## config.mk

```make
export PLATFORM = sky130hd
export DESIGN_NAME = hga_bin_map
export DESIGN_NICKNAME = d
export VERILOG_FILES = /design/src/rtl/hga_pkg.sv /design/src/rtl/hga_bin_map.sv
export SDC_FILE = /design/constraint.sdc
export NUM_CORES = 2
export LEC_CHECK = 0
export BUFFER_PORTS_ARGS = -buffer_cell sky130_fd_sc_hd__buf_2
export CAP_MARGIN = 20
export CORE_MARGIN = 8
export CORE_UTILIZATION = 44
export CTS_CLUSTER_SIZE = 20
export DETAILED_ROUTE_END_ITERATION = 16
export GPL_TIMING_DRIVEN = 0
export PLACE_DENSITY = 0.66
export REMOVE_ABC_BUFFERS = 1
export SYNTH_ARGS = -nofsm -noshare
export SYNTH_HDL_FRONTEND = slang
export SYNTH_SLANG_ARGS = --single-unit
```

## constraint.sdc

```tcl
create_clock -name clk -period 2.43 [get_ports clk]
set_clock_uncertainty 0.05 [all_clocks]
set_input_delay 0.243 -clock clk [delete_from_list [all_inputs] [get_ports clk]]
set_output_delay 0.243 -clock clk [all_outputs]
set_load 0.1 [all_outputs]
```

## src/rtl/hga_pkg.sv

```systemverilog
`timescale 1ns / 1ps
// ---------------------------------------------------------------------------
// hga_pkg: shared types and constants of the gradient histogram accumulator
// Item and result layouts, command codes, store geometry, stage structs.
// ---------------------------------------------------------------------------
package hga_pkg;

	localparam int NUM_BINS      = 1024;
	localparam int NUM_FEATURES  = 256;
	localparam int BIN_FIELD_W   = 10;
	localparam int FEAT_FIELD_W  = 8;
	localparam int VALUE_W       = 32;
	localparam int SUM_W         = 64;
	localparam int BIN_AW        = $clog2(NUM_BINS);
	localparam int FEAT_AW       = $clog2(NUM_FEATURES);
	localparam int GBIN_W        = BIN_FIELD_W + 1;
	localparam int FIFO_DEPTH    = 4;
	localparam int FIFO_AW       = $clog2(FIFO_DEPTH);

	typedef enum logic [1:0] {
		CMD_LOAD  = 2'd0,
		CMD_ACC   = 2'd1,
		CMD_READ  = 2'd2,
		CMD_RDCLR = 2'd3
	} cmd_t;

	typedef enum logic {
		ST_CLEAR = 1'b0,
		ST_RUN   = 1'b1
	} store_state_t;

	typedef struct packed {
		cmd_t                        command;
		logic [BIN_FIELD_W-1:0]      bin_index;
		logic [FEAT_FIELD_W-1:0]     feature_index;
		logic signed [VALUE_W-1:0]   grad_value;
		logic signed [VALUE_W-1:0]   hess_value;
	} in_item_t;

	typedef struct packed {
		logic signed [SUM_W-1:0]     grad_sum;
		logic signed [SUM_W-1:0]     hess_sum;
		logic                        error_flag;
	} out_item_t;

	// Bin lookup stage handed to the sum store
	typedef struct packed {
		logic                        valid;
		cmd_t                        cmd;
		logic [BIN_AW-1:0]           addr;
		logic                        bad;
		logic [VALUE_W-1:0]          grad;
		logic [VALUE_W-1:0]          hess;
	} map_t;

endpackage

```

## src/rtl/hga_bin_map.sv

```systemverilog
`timescale 1ns / 1ps
// ---------------------------------------------------------------------------
// hga_bin_map: offset table and global bin computation
// Holds the per-feature offset memory and forms the global bin of stage 1.
// ---------------------------------------------------------------------------
module hga_bin_map import hga_pkg::*; (
	input  logic     clk,
	input  logic     arst_n,
	input  logic     accept,
	input  in_item_t item,
	input  logic     dense_mode,
	output map_t     map
);

	logic [BIN_FIELD_W-1:0] off_mem [NUM_FEATURES];
	logic [BIN_FIELD_W-1:0] off_s1;
	logic [FEAT_AW-1:0]     faddr;
	logic                   feat_ok;
	logic                   v_s1;
	in_item_t               item_s1;
	logic                   feat_ok_s1;
	logic                   use_off;
	logic [GBIN_W-1:0]      gbin;

	assign faddr   = FEAT_AW'(item.feature_index);
	assign feat_ok = 32'(item.feature_index) < 32'(NUM_FEATURES);

	// Load commands write at their accept edge; the next item reads after it
	always_ff @(posedge clk) begin
		if (accept && item.command == CMD_LOAD && feat_ok) begin
			off_mem[faddr] <= item.bin_index;
		end
		off_s1 <= off_mem[faddr];
	end

	always_ff @(posedge clk or negedge arst_n) begin
		if (!arst_n) begin
			v_s1 <= 1'b0;
		end else begin
			v_s1 <= accept;
		end
	end

	always_ff @(posedge clk) begin
		if (accept) begin
			item_s1    <= item;
			feat_ok_s1 <= feat_ok;
		end
	end

	always_comb begin
		use_off = dense_mode && item_s1.command == CMD_ACC;
		if (use_off) begin
			gbin = GBIN_W'(item_s1.bin_index) + GBIN_W'(off_s1);
		end else begin
			gbin = GBIN_W'(item_s1.bin_index);
		end
		map.valid = v_s1 && item_s1.command != CMD_LOAD;
		map.cmd   = item_s1.command;
		map.addr  = BIN_AW'(gbin);
		map.bad   = (use_off && !feat_ok_s1) || (32'(gbin) >= 32'(NUM_BINS));
		map.grad  = item_s1.grad_value;
		map.hess  = item_s1.hess_value;
	end

endmodule

```

* Yosys cells after proc, flatten, opt, wreduce, memory -nomap -nowiden
Memories as Yosys holds them, arrays and structs flattened. A register that Yosys moved wholly into a read port is not among the register bits.
Cells that the tools add are included.
** Cells by class
- Bitwise logic cells :: 0
- Equal/unequal tests :: 1
- Multiplexer cells :: 3
- Shift-type cells :: 0
- Divide/modulo/power cells :: 0
- Multiply operators :: 0
- $add $sub $neg :: 1
- Reductions and logical operators :: 5
- $lt $le $gt $ge :: 1
** Operator list (number)
- $add A10 B10 Y11 :: 1
- $ge A11 B11 Y1 const B :: 1
- $mux W11 :: 1
- $logic_and A1 B1 Y1 :: 3
- $eq A2 B1 Y1 const B :: 1
- $logic_not A2 Y1 :: 1
- $mux W1 :: 2
- $reduce_bool A2 Y1 :: 1
** Word-level totals
- Memory bits (read-only) :: 0
- Flip-flop bits (word level) :: 77
- Logic and storage cells :: 17
- Output and inout port bits :: 78
- Bits in latches :: 0
- Memories :: 1
- RAM bits :: 2560
** Memories
- off_mem :: depth 256, bits a word 10, rd ports 1, clocked after memory_dff 1, wr ports 1, line hga_bin_map.sv:15 : logic [BIN_FIELD_W-1:0] off_mem [NUM_FEATURES];

* Longest topological paths before layout
- Depth after elaboration :: 4
- Gate-level depth with buffers :: 11

* Worst setup path before layout
Ideal clock, no wire load.
- Kind :: register -> output
- From :: register item_s1[72] (netlist bit)
- To :: output map[73] (netlist bit)
- Stages on the path, launching flop included :: 10
- Slack :: -1.833 ns
- Data required time :: 2.137 ns
- Arrival :: 3.970 ns
- Cells stage by stage :: edfxtp_1 > ha_1 > fa_1 > a21o_1 > a21oi_1 > nor2b_1 > o21a_1 > o21ai_0 > xor2_1 > o21ai_0
** RTL lines
- from (decl) :: line hga_bin_map.sv:20 : in_item_t item_s1;
- from (signal assigned) :: line hga_bin_map.sv:46 : item_s1 <= item;
- to (decl) :: line hga_bin_map.sv:12 : output map_t map

==> PnR_summary.wiki <==
{| class="wikitable"
! Metric !! Value
|-
| Outcome || finished with violations
|-
| Failing checks || setup timing
|-
| DRC marker count from the first detailed-route iteration || 5590
|-
| Number of buffer and inverter instances along the worst setup path || 1
|-
| Kind of cell adding the most delay to the critical path || compound AO/OA/AOI/OAI gates
|-
| Share of layout cells above drive strength 1 || 33.9%
|-
| Max Root-Sink Buffers || 4
|-
| Synthesis-to-finish area growth || 17.6%
|-
| Root Buffer || clkbuf_16
|-
| DR DRC count || 0
|-
| Count of buffers inserted at the top-level ports || 165
|-
| Pwr per Cell Area || 817 mW/mm^2
|-
| Reg-to-Reg Start || off_mem[171][1]
|-
| Worst Slack Setup Final || -1.02 ns
|-
| Slew headroom || 13.4%
|-
| Standby leakage power || 36.5 nW
|-
| Internal power contribution || 0.0761 W
|-
| Number of buffers added by the clock tree synthesis step || 281
|-
| Ys flop type || edfxtp_1
|-
| Register-to-Register Path Depth || 7
|-
| Setup repair after global routing missed its margin || yes
|-
| Number of global-route vias before repair || 49523
|-
| Total wirelength of the detailed-routed design || 250000 um
|-
| Global placement routability congestion || 0.753
|-
| Share of total power in sequential cells || 52.0%
|-
| Hold path depth || 2
|-
| Area enclosed by the die boundary || 0.245 sq mm
|-
| Final routed wire length divided by cell count || 30.9 um
|-
| Share of total power in the clock network || 41.5%
|-
| Endpoint of the worst register-to-register path || off_s1[1]
|-
| Flop-to-flop setup slack || -0.23 ns
|-
| Cell variety after synth || 42
|-
| Die Span X || 495 um
|-
| Dominant cell by count in the synthesized netlist || edfxtp_1
|-
| H-tree Lvls || 5
|-
| Total routing resource utilization after global routing || 20.0%
|-
| Antenna violations before repair || 5
|-
| DIE HEIGHT || 495 um
|-
| VDD IR max || 0.518 mV
|-
| Post-synth EDFFs || 2636
|-
| Total clock sinks || 2647
|-
| Worst path max stage delay || 0.41 ns
|-
| Sort of element at the start of the critical path || register
|-
| Number of filler cells placed in the layout || 17165
|-
| Crit Path Class || register to primary output
|-
| Initial standard-cell utilization of the core || 44.1%
|-
| Overall power after layout || 0.0970 W
|-
| IO Count || 166
|-
| Highest clock frequency the design can meet || 0.290 GHz
|-
| Largest cells by area after synthesis || edfxtp_1 (78%), mux4_2 (14%), nor2_1 (1.1%), a22oi_1 (0.97%), a221oi_1 (0.87%)
|-
| ANT nets after route || 0
|-
| Type of element capturing the critical path || primary output
|-
| Arrival time at the worst endpoint || 3.16 ns
|-
| Synthesis warning total || 0
|-
| Period minus WS final || 3.45 ns
|-
| Clock latency reported for the late side of the worst-skew pair || 0.94 ns
|-
| Tcrit/Tclk final || 142%
|-
| HPWL after detailed placement || 131000 um
|-
| Max Slew Vio Count || 0
|-
| Overflow left after global routing || 0
|-
| CTS tree || built
|-
| Hold endpoint || map[20]
|-
| Data required time at the worst endpoint || 2.14 ns
|-
| Switching power as a share of total power || 21.6%
|-
| Critical Path Fanout Max || 3
|-
| Synth Instances || 4494
|-
| Total number of nets in the final design || 4963
|-
| NetSw || 0.0209 W
|-
| Post-synthesis async set-or-reset flop share || 0.0378%
|-
| Netlist Area Pre-Place || 0.101 sq mm
|-
| Largest area contributor in the netlist || edfxtp_1
|-
| Final hold violation count || 0
|-
| Tightest Hold Check Type || input pin to register
|-
| Reg area || 0.0794 sq mm
|-
| Share of the yosys chip area belonging to registers || 78.6%
|-
| Total setup violations reported at the end of the flow || 2580
|-
| Critical-path cell with the highest stage delay || edfxtp_1
|-
| Std-Cell Core Area || 0.229 sq mm
|-
| Mean instance size in the synthesized netlist || 22.5 sq um
|-
| Wire length of the first global-routing pass || 357000 um
|-
| Combinational group share of total power || 6.5%
|-
| Synthesized flop and latch total || 2647
|-
| Clock transition time at the flip-flop clock pins of the worst setup and hold paths || 0.06 ns
|-
| Hold Startpoint || item[20]
|-
| Max-cap violations || 0
|-
| Initial DRT Pass Iterations || 5
|-
| Hold_ws || 0.0557 ns
|-
| Number of rows in the core area || 176
|-
| Average vias per placed instance || 6.06
|-
| Yosys top cell area share || 78.4%
|-
| Pin count of the biggest net entering global routing || 154
|-
| Worst Tran Pin Value || 1.29 ns
|-
| Leading post-synthesis cells by instance count || edfxtp_1 (2636), mux4_2 (640), nor2_1 (285), clkbuf_1 (153), a22oi_1 (130)
|-
| DR vias || 48964
|-
| Area occupied by multi-input gates || 0.0218 sq mm
|-
| Cell chain of the critical path || ha_2 > fa_2 > a21o_1 > a21oi_2 > nor2b_1 > o21a_1 > nor2_1 > xnor2_1 > o21ai_1 > buf_6
|}
cells by family (layout without fill, tap and decap cells):
kind of cell | after synthesis | count (layout) | synth area share [%]
AOI/OAI and AO/OA | 485 | 485 | 3.63
buffers and inverters | 343 | 900 | 1.81
adders and majority gates | 11 | 11 | 0.144
other | 0 | 6 | 0
muxes | 642 | 642 | 14.3
xor gates and xnor gates | 8 | 8 | 0.0694
DFF | 2647 | 2647 | 78.6
and+or+nand+nor | 358 | 359 | 1.40
layout make-up:
class,count,area share (%)
tap,3026,3.19
sequential,2647,66.9
multi-input combinational,1505,18.3
antenna,6,0.0126
clock buffer,337,6.23
clock inverter,134,0.921
timing repair buffer,425,4.43
inverter,4,0.0126
state kept, by name (all words and copies together) (netlist names):
register / cells
off_mem: 2560
v_s1: 1
map: 66
item_s1: 10
off_s1: 10
power by group through the flow:
stage / logic [W] / clock network (W) / registers (W)
floorplan: 0.00208 / 0 / 0.0520
global placement: 0.00685 / 0 / 0.0516
detailed placement: 0.00534 / 0 / 0.0514
CTS: 0.00619 / 0.0407 / 0.0504
global route: 0.00652 / 0.0425 / 0.0504
finish: 0.00628 / 0.0403 / 0.0504
placed cells by master, fill, tap and decap left out, types with 11 or more instances in the layout:
cell | synthesis | layout
o22ai_1 | 30 | 30
dlygate4sd3_1 | 0 | 140
buf_4 | 86 | 16
buf_2 | 56 | 141
nand2_2 | 0 | 18
a22o_1 | 100 | 96
nor2_4 | 0 | 84
buf_12 | 0 | 42
clkbuf_16 | 0 | 287
bufinv_16 | 0 | 18
o21ai_1 | 0 | 15
nand2_1 | 37 | 14
buf_8 | 0 | 11
edfxtp_1 | 2636 | 2636
buf_16 | 0 | 40
clkinv_2 | 0 | 38
clkbuf_1 | 153 | 48
a22oi_1 | 130 | 93
a221oi_2 | 0 | 33
a221oi_1 | 100 | 62
mux4_2 | 640 | 640
nor2_1 | 285 | 21
bufbuf_16 | 0 | 25
a22oi_2 | 0 | 37
clkinv_1 | 0 | 62
nor2_2 | 0 | 180
a21oi_1 | 65 | 56
per-layer routing:
layer,up-vias,global-route usage [%],wire (um)
met5,-,0,0
met4,0,7.56,8420
met3,410,3.62,21100
met2,2514,32.2,123000
met1,26151,27.4,97200
li1,19889,-,-
how the worst max path moves through the flow:
| stage | startpoint | endpoint | slack, ns | cells after the start |
|---|---|---|---|---|
| floorplan | item[67] | off_mem[167][0] | -6.35 | 3 |
| global placement | item[64] | off_mem[232][9] | -21.76 | 4 |
| detailed placement | item[64] | off_s1[1] | -3.49 | 10 |
| CTS | item_s1[72] | map[73] | -1.04 | 10 |
| global route | item_s1[72] | map[64] | -1.17 | 10 |
| finish | item_s1[72] | map[71] | -1.02 | 10 |
through the flow:
step	setup TNS [ns]	worst slack, ns	util [%]	cells	area (sq um)
2_1_floorplan	-	-6.35	-	4155	99100
3_3_place_gp	-	-21.76	45.3	7346	104000
3_5_place_dp	-5274.42	-3.49	46.1	7412	105000
4_1_cts	-1960.70	-1.04	51.5	8071	118000
5_1_grt	-2024.30	-1.17	51.8	8081	119000
6_report	-1819.17	-1.02	51.8	8084	119000
timing repair:
action | in CTS | in global routing
pin swaps | 56 | 5
gates resized for setup | 362 | 200
gates cloned | 33 | 0
setup endpoints to repair | 2581 | 2581
hold buffers | 140 | 1
hold endpoints to repair | 1203 | 57
setup buffers | 15 | 0
Power figures use the tool's default switching activity.
