==> src/rtl/hga_pkg.sv <==
`timescale 1ns / 1ps
// ---------------------------------------------------------------------------
// hga_pkg: shared types and constants of the gradient histogram accumulator
// Item and result layouts, command codes, store geometry, stage structs.
// ---------------------------------------------------------------------------
package hga_pkg;

	localparam int NUM_BINS      = 1024;
	localparam int NUM_FEATURES  = 256;
	localparam int BIN_FIELD_W   = 10;
	localparam int FEAT_FIELD_W  = 8;
	localparam int VALUE_W       = 32;
	localparam int SUM_W         = 64;
	localparam int BIN_AW        = $clog2(NUM_BINS);
	localparam int FEAT_AW       = $clog2(NUM_FEATURES);
	localparam int GBIN_W        = BIN_FIELD_W + 1;
	localparam int FIFO_DEPTH    = 4;
	localparam int FIFO_AW       = $clog2(FIFO_DEPTH);

	typedef enum logic [1:0] {
		CMD_LOAD  = 2'd0,
		CMD_ACC   = 2'd1,
		CMD_READ  = 2'd2,
		CMD_RDCLR = 2'd3
	} cmd_t;

	typedef enum logic {
		ST_CLEAR = 1'b0,
		ST_RUN   = 1'b1
	} store_state_t;

	typedef struct packed {
		cmd_t                        command;
		logic [BIN_FIELD_W-1:0]      bin_index;
		logic [FEAT_FIELD_W-1:0]     feature_index;
		logic signed [VALUE_W-1:0]   grad_value;
		logic signed [VALUE_W-1:0]   hess_value;
	} in_item_t;

	typedef struct packed {
		logic signed [SUM_W-1:0]     grad_sum;
		logic signed [SUM_W-1:0]     hess_sum;
		logic                        error_flag;
	} out_item_t;

	// Bin lookup stage handed to the sum store
	typedef struct packed {
		logic                        valid;
		cmd_t                        cmd;
		logic [BIN_AW-1:0]           addr;
		logic                        bad;
		logic [VALUE_W-1:0]          grad;
		logic [VALUE_W-1:0]          hess;
	} map_t;

endpackage

==> src/rtl/hga_out_fifo.sv <==
`timescale 1ns / 1ps
// ---------------------------------------------------------------------------
// hga_out_fifo: result queue
// Small queue that decouples the store pipeline from a stalling receiver.
// ---------------------------------------------------------------------------
module hga_out_fifo import hga_pkg::*; (
	input  logic               clk,
	input  logic               arst_n,
	input  logic               push,
	input  out_item_t          push_data,
	input  logic               pop,
	output logic [FIFO_AW:0]   count,
	output logic               head_valid,
	output out_item_t          head
);

	out_item_t            fifo_mem [FIFO_DEPTH];
	logic [FIFO_AW-1:0]   wr_ptr_q;
	logic [FIFO_AW-1:0]   rd_ptr_q;
	logic [FIFO_AW:0]     cnt_q;

	always_ff @(posedge clk) begin
		if (push) begin
			fifo_mem[wr_ptr_q] <= push_data;
		end
	end

	always_ff @(posedge clk or negedge arst_n) begin
		if (!arst_n) begin
			wr_ptr_q <= '0;
			rd_ptr_q <= '0;
			cnt_q    <= '0;
		end else begin
			if (push) begin
				wr_ptr_q <= wr_ptr_q + 1'b1;
			end
			if (pop) begin
				rd_ptr_q <= rd_ptr_q + 1'b1;
			end
			cnt_q <= cnt_q + (FIFO_AW+1)'(push) - (FIFO_AW+1)'(pop);
		end
	end

	assign count      = cnt_q;
	assign head_valid = cnt_q != '0;
	assign head       = fifo_mem[rd_ptr_q];

endmodule

==> config.mk <==
export PLATFORM = sky130hd
export DESIGN_NAME = hga_out_fifo
export DESIGN_NICKNAME = d
export VERILOG_FILES = /design/src/rtl/hga_pkg.sv /design/src/rtl/hga_out_fifo.sv
export SDC_FILE = /design/constraint.sdc
export NUM_CORES = 1
export LEC_CHECK = 0
export BUFFER_PORTS_ARGS = -buffer_cell sky130_fd_sc_hd__buf_2
export CAP_MARGIN = 20
export CORE_AREA = 2 2 221 223
export CTS_BUF_LIST = sky130_fd_sc_hd__clkbuf_4 sky130_fd_sc_hd__clkbuf_8
export CTS_CLUSTER_DIAMETER = 100
export CTS_CLUSTER_SIZE = 8
export DETAILED_ROUTE_END_ITERATION = 10
export DIE_AREA = 0 0 223 225
export GPL_TIMING_DRIVEN = 0
export SLEW_MARGIN = 20
export SYNTH_ARGS = -nofsm -noshare
export SYNTH_HDL_FRONTEND = slang
export SYNTH_SLANG_ARGS = --single-unit
==> constraint.sdc <==
create_clock -name clk -period 7.71 [get_ports clk]
set_input_delay 1.542 -clock clk [delete_from_list [all_inputs] [get_ports clk]]
set_output_delay 1.542 -clock clk [all_outputs]
set_load 0.01 [all_outputs]
* After elaboration in Yosys (flattened, before gate mapping)
Memories as Yosys holds them, arrays and structs flattened.
Index checks and enable logic that the tools add are counted.
** Storage, ports and cells
- Register bits after elaboration :: 7
- Memories kept :: 1
- Word-level logic and storage cells :: 11
- Bits in writable memories :: 516
- Bits of input ports :: 133
- Output and inout port bits :: 133
** Memories
- fifo_mem :: words 4, bits a word 129, rd ports 1, clocked after memory_dff 0, write ports 1, line hga_out_fifo.sv:17 : out_item_t fifo_mem [FIFO_DEPTH];
** Cells by class
- Muxes and demuxes :: 2
- Reduce and logical (&&, ||, !) cells :: 1
- $add $sub $neg :: 4
** Operators with widths (number)
- 2-bit by 1-bit adder with 2-bit output, second input constant :: 2
- 3-bit by 1-bit adder with 3-bit output :: 1
- 3-bit nonzero test :: 1
- 3-bit by 1-bit subtractor with 3-bit output :: 1
- 1-bit 2-to-1 mux :: 2

* Depth between registers and ports, before layout
Gate-level depths: netlist (run 1).
- Depth after elaboration :: 2
- Gate-level depth with buffers :: 7
- Depth with buffers taken out :: 7

* Least setup slack after synthesis (run 1)
OpenSTA, ideal clock, no wires.
- Path type :: input to register
- Start point :: input port push
- End point :: memory fifo_mem[0][0] in the netlist's numbering (enable)
- Arrival :: 4.497 ns
- Data required time :: 7.207 ns
- Buffers on the path :: 0
- Stages :: 1
- Slack :: 2.710 ns
- Library setup time :: 0.503 ns
- Cells stage by stage :: and2_1
** On the way
- Longest elaborated chain between the ends :: 2
** Ends and longest elaborated chain
- from (decl) :: line hga_out_fifo.sv:9 : input logic push,
- 1-bit 2-to-1 mux :: line hga_out_fifo.sv:23 : if (push) begin
- 1-bit 2-to-1 mux (implied by the code) :: line hga_out_fifo.sv:24 : fifo_mem[wr_ptr_q] <= push_data;
- to (decl) :: line hga_out_fifo.sv:17
Every way passes these cells.

==> results of run 1 <==
-- worst max-delay path: stages, from the launching register on --
cell and delay (ns):
dfrtp_1 0.40, clkbuf_1 0.71, buf_2 0.46, mux4_2 0.36
buf_2 0.17
-- cell type report --
class,count,area share
Timing Repair Buffer,277,0.0715
Inverter,6,0.00100
Tap cell,615,0.0342
Buffer,29,0.00966
Clock buffer,80,0.0478
Sequential cell,523,0.696
Multi-Input combinational cell,149,0.138
Clock inverter,7,0.00239
Antenna cell,3,0.000333
-- report_power, final --
| group | internal, W | total [W] | switching, W |
|---|---|---|---|
| logic | 0.00121 | 0.00266 | 0.00145 |
| clock network | 0.000905 | 0.00185 | 0.000945 |
| registers | 0.00371 | 0.00381 | 0.000101 |
-- Yosys cell counts --
master,number,share of area
dfrtp_1,7,0.0092
buf_4,2,0.00079
ha_1,6,0.0040
clkbuf_1,1,0.00020
o21ai_0,1,0.00026
nand2_1,2,0.00040
buf_2,12,0.0032
xor2_1,2,0.00092
inv_1,6,0.0012
buf_1,3,0.00059
xnor2_1,3,0.0014
and2_1,4,0.0013
buf_8,1,0.00079
fa_1,1,0.0011
mux4_2,129,0.15
buf_6,10,0.0059
or3_1,1,0.00033
edfxtp_1,516,0.82
-- routing by layer --
layer | track usage | wire, um
met3 | 0.0507 | 2760
met1 | 0.197 | 15800
met4 | 0.0608 | 753
met5 | 0 | 21
met2 | 0.242 | 18600
-- registers in the layout, indices dropped and copies added, names as in the netlist --
name and flops:
rd_ptr_q 2, count 3, wr_ptr_q 2, fifo_mem 516
-- kinds of logic after synthesis --
kind of cell	Yosys count
compound gates	1
xor+xnor	5
fa+ha+maj	7
buf+inv	35
flops	523
mux	129
simple gates	7
-- per-stage QoR --
stage	worst slack, ns	TNS (ns)	power [W]	instances
after global placement	-0.245	-78.65	0.00665	1587
after detailed placement	3.92	0	0.00662	1599
after floorplan	2.71	0	0.00556	707
after global routing	3.18	0	0.00877	1686
final	3.42	0	0.00832	1689
after CTS	3.18	0	0.00851	1686
-- how the worst max path moves through the flow --
stage / startpoint / to / slack, ns / cells past startpoint
2_1_floorplan: push / fifo_mem[0][0]$_DFFE_PP_ / 2.71 / 1
3_3_place_gp: push / fifo_mem[1][60]$_DFFE_PP_ / -0.24 / 2
3_5_place_dp: rd_ptr_q[1]$_DFFE_PN0P_ / head[80] / 3.92 / 4
4_1_cts: rd_ptr_q[1]$_DFFE_PN0P_ / head[84] / 3.18 / 4
5_1_grt: rd_ptr_q[1]$_DFFE_PN0P_ / head[84] / 3.18 / 4
6_report: rd_ptr_q[1]$_DFFE_PN0P_ / head[84] / 3.42 / 4
==> summary.md, run 1 <==
| Metric | Value |
|---|---|
| Reg2Reg Launch Point | `wr_ptr_q[0]$_DFFE_PN0P_` |
| Die area | `50200 um2` |
| PwrDens | `between 300 and 400 nW/um2` |
| Vias in the first global route | `just over 9000` |
| Seq cells post-synth | `between 500 and 600` |
| Cells after Synth | `707` |
| Area Growth Syn to Fin | `18.6%` |
| H-Tree Level Count | `3` |
| Post-Layout Inst Area | `approximately 23000 um2` |
| I/O Pins | `around 270` |
| Final period util | `0.557` |
| Post-Synth Adder-Cell Area | `0.00501` |
| DIE HEIGHT | `between 200 and 250 um` |
| Final Max Slew Viols | `0` |
| DRT iter0 DRCs | `roughly 570` |
| Nets | `1201` |
| Hold Crit Depth | `1` |
| Port bufs | `between 200 and 300` |
| # setup viols final | `0` |
| Net Count, Synth | `roughly 850` |
| Total CTS buffers | `75` |
| Layout Utilization | `0.474` |
| Critical path fanouts, max | `10` |
| Multiplexer share of the synthesized area | `0.153` |
| Worst VDD drop | `about 0.18 mV` |
| DRC | `0` |
| CP endpoint kind | `output port` |
| Clk Latency, worst-skew pair | `0.64 ns` |
| Fin crit period | `about 4.3 ns` |
| Detailed-route via count | `between 8000 and 9000` |
| Layout cells sized above 1 | `0.487` |
| Relative slew slack | `0.383` |
| Total GRT Usage | `0.153` |
| Initial core utilization | `0.400` |
| Largest net degree at the start of global routing | `between 40 and 50` |
| CP required | `a little over 6 ns` |
| Dpl cell area | `between 20000 and 25000 um2` |
| Register-to-Register Path Depth | `5` |
| P_leak | `~7.6 nW` |
| Multi-input gate area | `~3100 um2` |
| R2R Setup Slk | `between 5 and 6 ns` |
| Hold Crit Class | `flop to flop` |
| Status | `complete, no violations` |
| Yosys cell types | `18` |
| Register area | `between 15000 and 20000 um2` |
| Fmax | `about 230 MHz` |
| RSZ-0062 raised after global routing | `no` |
| Avg Vias per Cell | `about 5.0` |
| DRT Wirelength | `~38000 um` |
| Commonest cells after routing, fill and taps aside | `edfxtp_1 (516), buf_2 (277), mux4_2 (129)` |
| Hold_sp | `wr_ptr_q[0]$_DFFE_PN0P_` |
| Hold buffers post-CTS | `0` |
| Synth Area in XOR/XNOR | `0.00231` |
| DRT antenna net count | `0` |
| Reg-to-Reg End | `fifo_mem[2][66]$_DFFE_PP_` |
| Max-cap violations | `0` |
| Sequential share of the synthesized area | `0.825` |
| Final hold violation count | `0` |
| Setup crit start kind | `flop` |
| Dpl hpwl | `approximately 24000 um` |
| Synth Area in Compound Gates | `0.000263` |
| DRT Pass-1 Iters | `6` |
| GPL Wtd Cong | `around 0.68` |
| CTS tree | `done` |
| Worst Tran Pin Value | `0.925 ns` |
| Hold Path End | `wr_ptr_q[0]$_DFFE_PN0P_` |
| Ys Warns | `0` |
| Core Box Area | `between 40000 and 50000 um2` |
| Maximum clock path buffer count | `3` |
| # fillers | `a little under 4000` |
| Most common cell after layout, fill and taps aside | `edfxtp_1` |
| Root Driver | `clkbuf_8` |
| GRT overflow | `0` |
| Number of cells upsized or downsized after cts | `0` |
| Initial antenna violation count | `5` |
| Max Clock Skew | `0.0185 ns` |
| Routed WL per cell | `22.4 um` |
| WHS | `roughly 0.55 ns` |
| Setup Fix Bufs, Post-CTS | `0` |
| Synthesized cell area | `around 19000 um2` |
| Worst-path clk slew | `approximately 0.06 ns` |
| WS Path Type | `flop to output port` |
| Avg Cell Area, Syn | `between 20 and 30 um2` |
| Largest family of logic cells by synthesized area | `multiplexers` |
| Simple-Gate Fraction of Synth Area | `0.00204` |
| Clock sink count | `between 500 and 600` |
| Global-route wire length before repair | `roughly 56000 um` |
| Die width | `~220 um` |
| WP data arrival | `between 2 and 3 ns` |
| # rows | `80` |
Power figures use the tool's default switching activity.
==> inputs of run 2 (changes only) <==
--- a/config.mk
+++ b/config.mk
@@ -5,14 +5,15 @@
 export SDC_FILE = /design/constraint.sdc
 export NUM_CORES = 1
 export LEC_CHECK = 0
+export ABC_AREA = 1
 export BUFFER_PORTS_ARGS = -buffer_cell sky130_fd_sc_hd__buf_2
 export CAP_MARGIN = 20
-export CORE_AREA = 2 2 221 223
+export CORE_AREA = 2 2 239 241
 export CTS_BUF_LIST = sky130_fd_sc_hd__clkbuf_4 sky130_fd_sc_hd__clkbuf_8
 export CTS_CLUSTER_DIAMETER = 100
 export CTS_CLUSTER_SIZE = 8
 export DETAILED_ROUTE_END_ITERATION = 10
-export DIE_AREA = 0 0 223 225
+export DIE_AREA = 0 0 241 243
 export GPL_TIMING_DRIVEN = 0
 export SLEW_MARGIN = 20
 export SYNTH_ARGS = -nofsm -noshare
==> constraint.sdc (replaced) <==
create_clock -name clk -period 3.9 [get_ports clk]
set_input_delay 0.78 -clock clk [delete_from_list [all_inputs] [get_ports clk]]
set_output_delay 0.78 -clock clk [all_outputs]
set_load 0.01 [all_outputs]
==> run 2 against run 1 <==
Count of clock-buffer cells in the layout rose by 6. Worst hold slack got worse by 0.21 ns. Non-clock buffer count rose by 69. Core utilization fell by 0.65 points. Flip-flop and latch count did not move. Final cell count rose by 90%. Clock power rose by 110%.
==> summary.md, run 2 <==
| Metric | Value |
|---|---|
| Global-route wire length before repair | `81700 um (was 56500 um)` |
| Count leader, synth | `nand2_1 (was edfxtp_1)` |
| DRT Pass-1 Iters | `8 (was 6)` |
| PwrDens | `733 nW/um2 (was 370 nW/um2)` |
| Avg Cell Area, Syn | `10.7 um2 (was 26.9 um2)` |
| Relative slew slack | `0.590 (was 0.383)` |
| Max-cap violations | `0 (unchanged)` |
| Total GRT Usage | `0.186 (was 0.153)` |
| Largest net degree at the start of global routing | `27 (was 45)` |
| GPL Wtd Cong | `0.750 (was 0.675)` |
| Dpl hpwl | `34700 um (was 23500 um)` |
| Slowest-stage cell, CP | `buf_2 (was clkbuf_1)` |
| Final hold violation count | `0 (unchanged)` |
| Die area | `58600 um2 (was 50200 um2)` |
| Cells after Synth | `2066 (was 707)` |
| Setup crit start kind | `flop (unchanged)` |
| Initial core utilization | `0.396 (was 0.400)` |
| Worst VDD drop | `0.411 mV (was 0.176 mV)` |
| Die width | `241 um (was 223 um)` |
| DRC | `0 (unchanged)` |
| CP endpoint kind | `output port (unchanged)` |
| Most common cell after layout, fill and taps aside | `nand2_1 (was edfxtp_1)` |
| Biggest register | `fifo_mem (unchanged)` |
| Area Growth Syn to Fin | `18.1% (was 18.6%)` |
| Routed WL per cell | `17.0 um (was 22.4 um)` |
| # setup viols final | `0 (unchanged)` |
| # rows | `87 (was 80)` |
| Ys Warns | `0 (unchanged)` |
| Post-synth top area share | `0.700 (was 0.816)` |
| I/O Pins | `266 (unchanged)` |
| WS Path Type | `flop to output port (unchanged)` |
| R2R Setup Slk | `1.56 ns (was 5.54 ns)` |
| Largest area contributor in the netlist | `edfxtp_1 (unchanged)` |
| Avg Vias per Cell | `4.57 (was 5.05)` |
| Status | `complete, no violations (unchanged)` |
| Vias in the first global route | `14300 (was 9170)` |
| Seq cells post-synth | `523 (unchanged)` |
| Sequential share of the synthesized area | `0.708 (was 0.825)` |
| Dpl cell area | `24900 um2 (was 21400 um2)` |
| Port bufs | `265 (unchanged)` |
| Prevailing post-synth register cell | `edfxtp_1 (unchanged)` |
| Post-synth top cells | `nand2_1 (656), inv_1 (529), edfxtp_1 (516) (was edfxtp_1 (516), mux4_2 (129), buf_2 (12))` |
| Worst-path clk slew | `0.06 ns (about the same)` |
| CTS tree | `done (unchanged)` |
| Async S/R FF share, synth | `0.0134 (unchanged)` |
| Nets | `2573 (was 1201)` |
| Total CTS buffers | `76 (was 75)` |
| CP required | `3.12 ns (was 6.17 ns)` |
| DRT Wirelength | `54600 um (was 37900 um)` |
| CP cell instances | `inv_1, buf_2, buf_2, nand3_1, nand2_1, buf_2 (was clkbuf_1, buf_2, mux4_2, buf_2)` |
| Core Box Area | `56000 um2 (was 47500 um2)` |
| Worst Tran Pin Value | `0.613 ns (was 0.925 ns)` |
| WP data arrival | `2.41 ns (was 2.75 ns)` |
| DRT iter0 DRCs | `849 (was 565)` |
| Max Clock Skew | `0.0216 ns (was 0.0185 ns)` |
| Synthesized cell area | `22100 um2 (was 19000 um2)` |
| Setup TNS | `0 ns (unchanged)` |
| GRT overflow | `0 (unchanged)` |
| Fmax | `around 310 MHz` |
| P_leak | `12.2 nW (was 7.63 nW)` |
| DRT antenna net count | `0 (unchanged)` |
| Number of flip-flops under the largest register name | `516 (unchanged)` |
| Post-synth EDFFs | `516 (unchanged)` |
| Critical path fanouts, max | `10 (unchanged)` |
| Worst path most repeated cell | `buf_2 (unchanged)` |
| Final Max Slew Viols | `0 (unchanged)` |
| Clock sink count | `523 (unchanged)` |
| Fin crit period | `about 3.2 ns` |
| Layout cells sized above 1 | `0.190 (was 0.487)` |
| WHS | `0.336 ns (was 0.549 ns)` |
| Yosys cell types | `15 (was 18)` |
| Hold Crit Class | `primary input to flop (was flop to flop)` |
| Detailed-route via count | `14700 (was 8522)` |
| Synth area leaders | `edfxtp_1 (70%), nand2_1 (11%), inv_1 (9.0%) (was edfxtp_1 (82%), mux4_2 (15%), dfrtp_1 (0.92%))` |
| H-Tree Level Count | `3 (unchanged)` |
| DIE HEIGHT | `243 um (was 225 um)` |
| Clk Latency, worst-skew pair | `0.66 ns (was 0.64 ns)` |
| Post-Layout Inst Area | `26100 um2 (was 22500 um2)` |
| Critical Path Max Stage Delay | `0.45 ns (was 0.71 ns)` |
| Initial antenna violation count | `9 (was 5)` |
| Net Count, Synth | `2206 (was 847)` |
| Power Total | `0.0192 W (was 0.00832 W)` |
| RSZ-0062 raised after global routing | `no (unchanged)` |
| Commonest cells after routing, fill and taps aside | `nand2_1 (656), inv_1 (525), edfxtp_1 (516) (was edfxtp_1 (516), buf_2 (277), mux4_2 (129))` |
| Final period util | `0.818` |
| Root Driver | `clkbuf_8 (unchanged)` |
| Maximum clock path buffer count | `3 (unchanged)` |
-- run 2: changes by cell type in the layout (fill, tap and decap cells not counted), sizes merged, moves of 2 or more --
cell,previous run,this run
nand2,2,656
nand3,0,260
mux4,129,0
clkinv,0,2
xnor2,3,0
diode,3,10
buf,305,370
clkbuf,81,90
inv,7,528
and2,4,0
-- run 2: what timing repair did --
item / 4_1_cts / 5_1_grt
resized for setup: 0 / 0
hold buffers: 1 / 0
hold endpoints to repair: 7 / 0
buffers inserted: 0 / 0
setup endpoints to repair: 0 / 0
-- run 2: final cells by class --
cell class              count  area [um2]
inverters                 530        2010
clock buffers              86        1140
multi-input cells         927        3890
repair buffers            289        1830
flip-flops and latches    523       15700
well taps                 756         946
clock inverters             6        50.0
plain buffers              86         586
fillers                  5132       29800
diodes                     10        25.0
-- run 2: logic make-up after synthesis --
group	after synthesis	synth area share
AOI/OAI and AO/OA	1	0.000226
xor gates and xnor gates	3	0.00119
adders and majority gates	7	0.00430
buffers and inverters	616	0.116
DFF	523	0.708
and+or+nand+nor	916	0.170
-- run 2: critical path: cells and delay by family (launching register included) --
family,cells,cell delay (ns)
buf+inv,4,1.15
flops,1,0.41
simple gates,2,0.20
-- run 2: final timing paths --
path,startpoint,to,cells after the start
worst max-delay path,rd_ptr_q[1]$_DFFE_PN0P_,head[50],6
worst min-delay path,push_data[9],fifo_mem[3][9]$_DFFE_PP_,1
worst max register to register,wr_ptr_q[0]$_DFFE_PN0P_,fifo_mem[2][70]$_DFFE_PP_,7
worst min register to register,count[1]$_DFF_PN0_,count[2]$_DFF_PN0_,2
max in group asynchronous,arst_n,wr_ptr_q[0]$_DFFE_PN0P_,2
min in group asynchronous,arst_n,count[0]$_DFF_PN0_,2
-- run 2: power breakdown --
part	internal [W]	switching (W)
clock network	0.00189	0.00196
registers	0.00733	0.000217
logic	0.00259	0.00517
total	0.0118	0.00735
-- run 2: metal layers --
layer	part of all wire	GRT usage
met5	0.00075	0
met4	0.025	0.0688
met3	0.073	0.0440
met2	0.50	0.312
met1	0.41	0.233
-- run 2: stage by stage --
stage,worst slack (ns),util,instances
after floorplan,0.559,-,2066
after CTS,0.560,0.467,3203
after global placement,-1.64,0.437,3087
after detailed placement,1.06,0.445,3110
final,0.709,0.467,3213
after global routing,0.552,0.467,3207
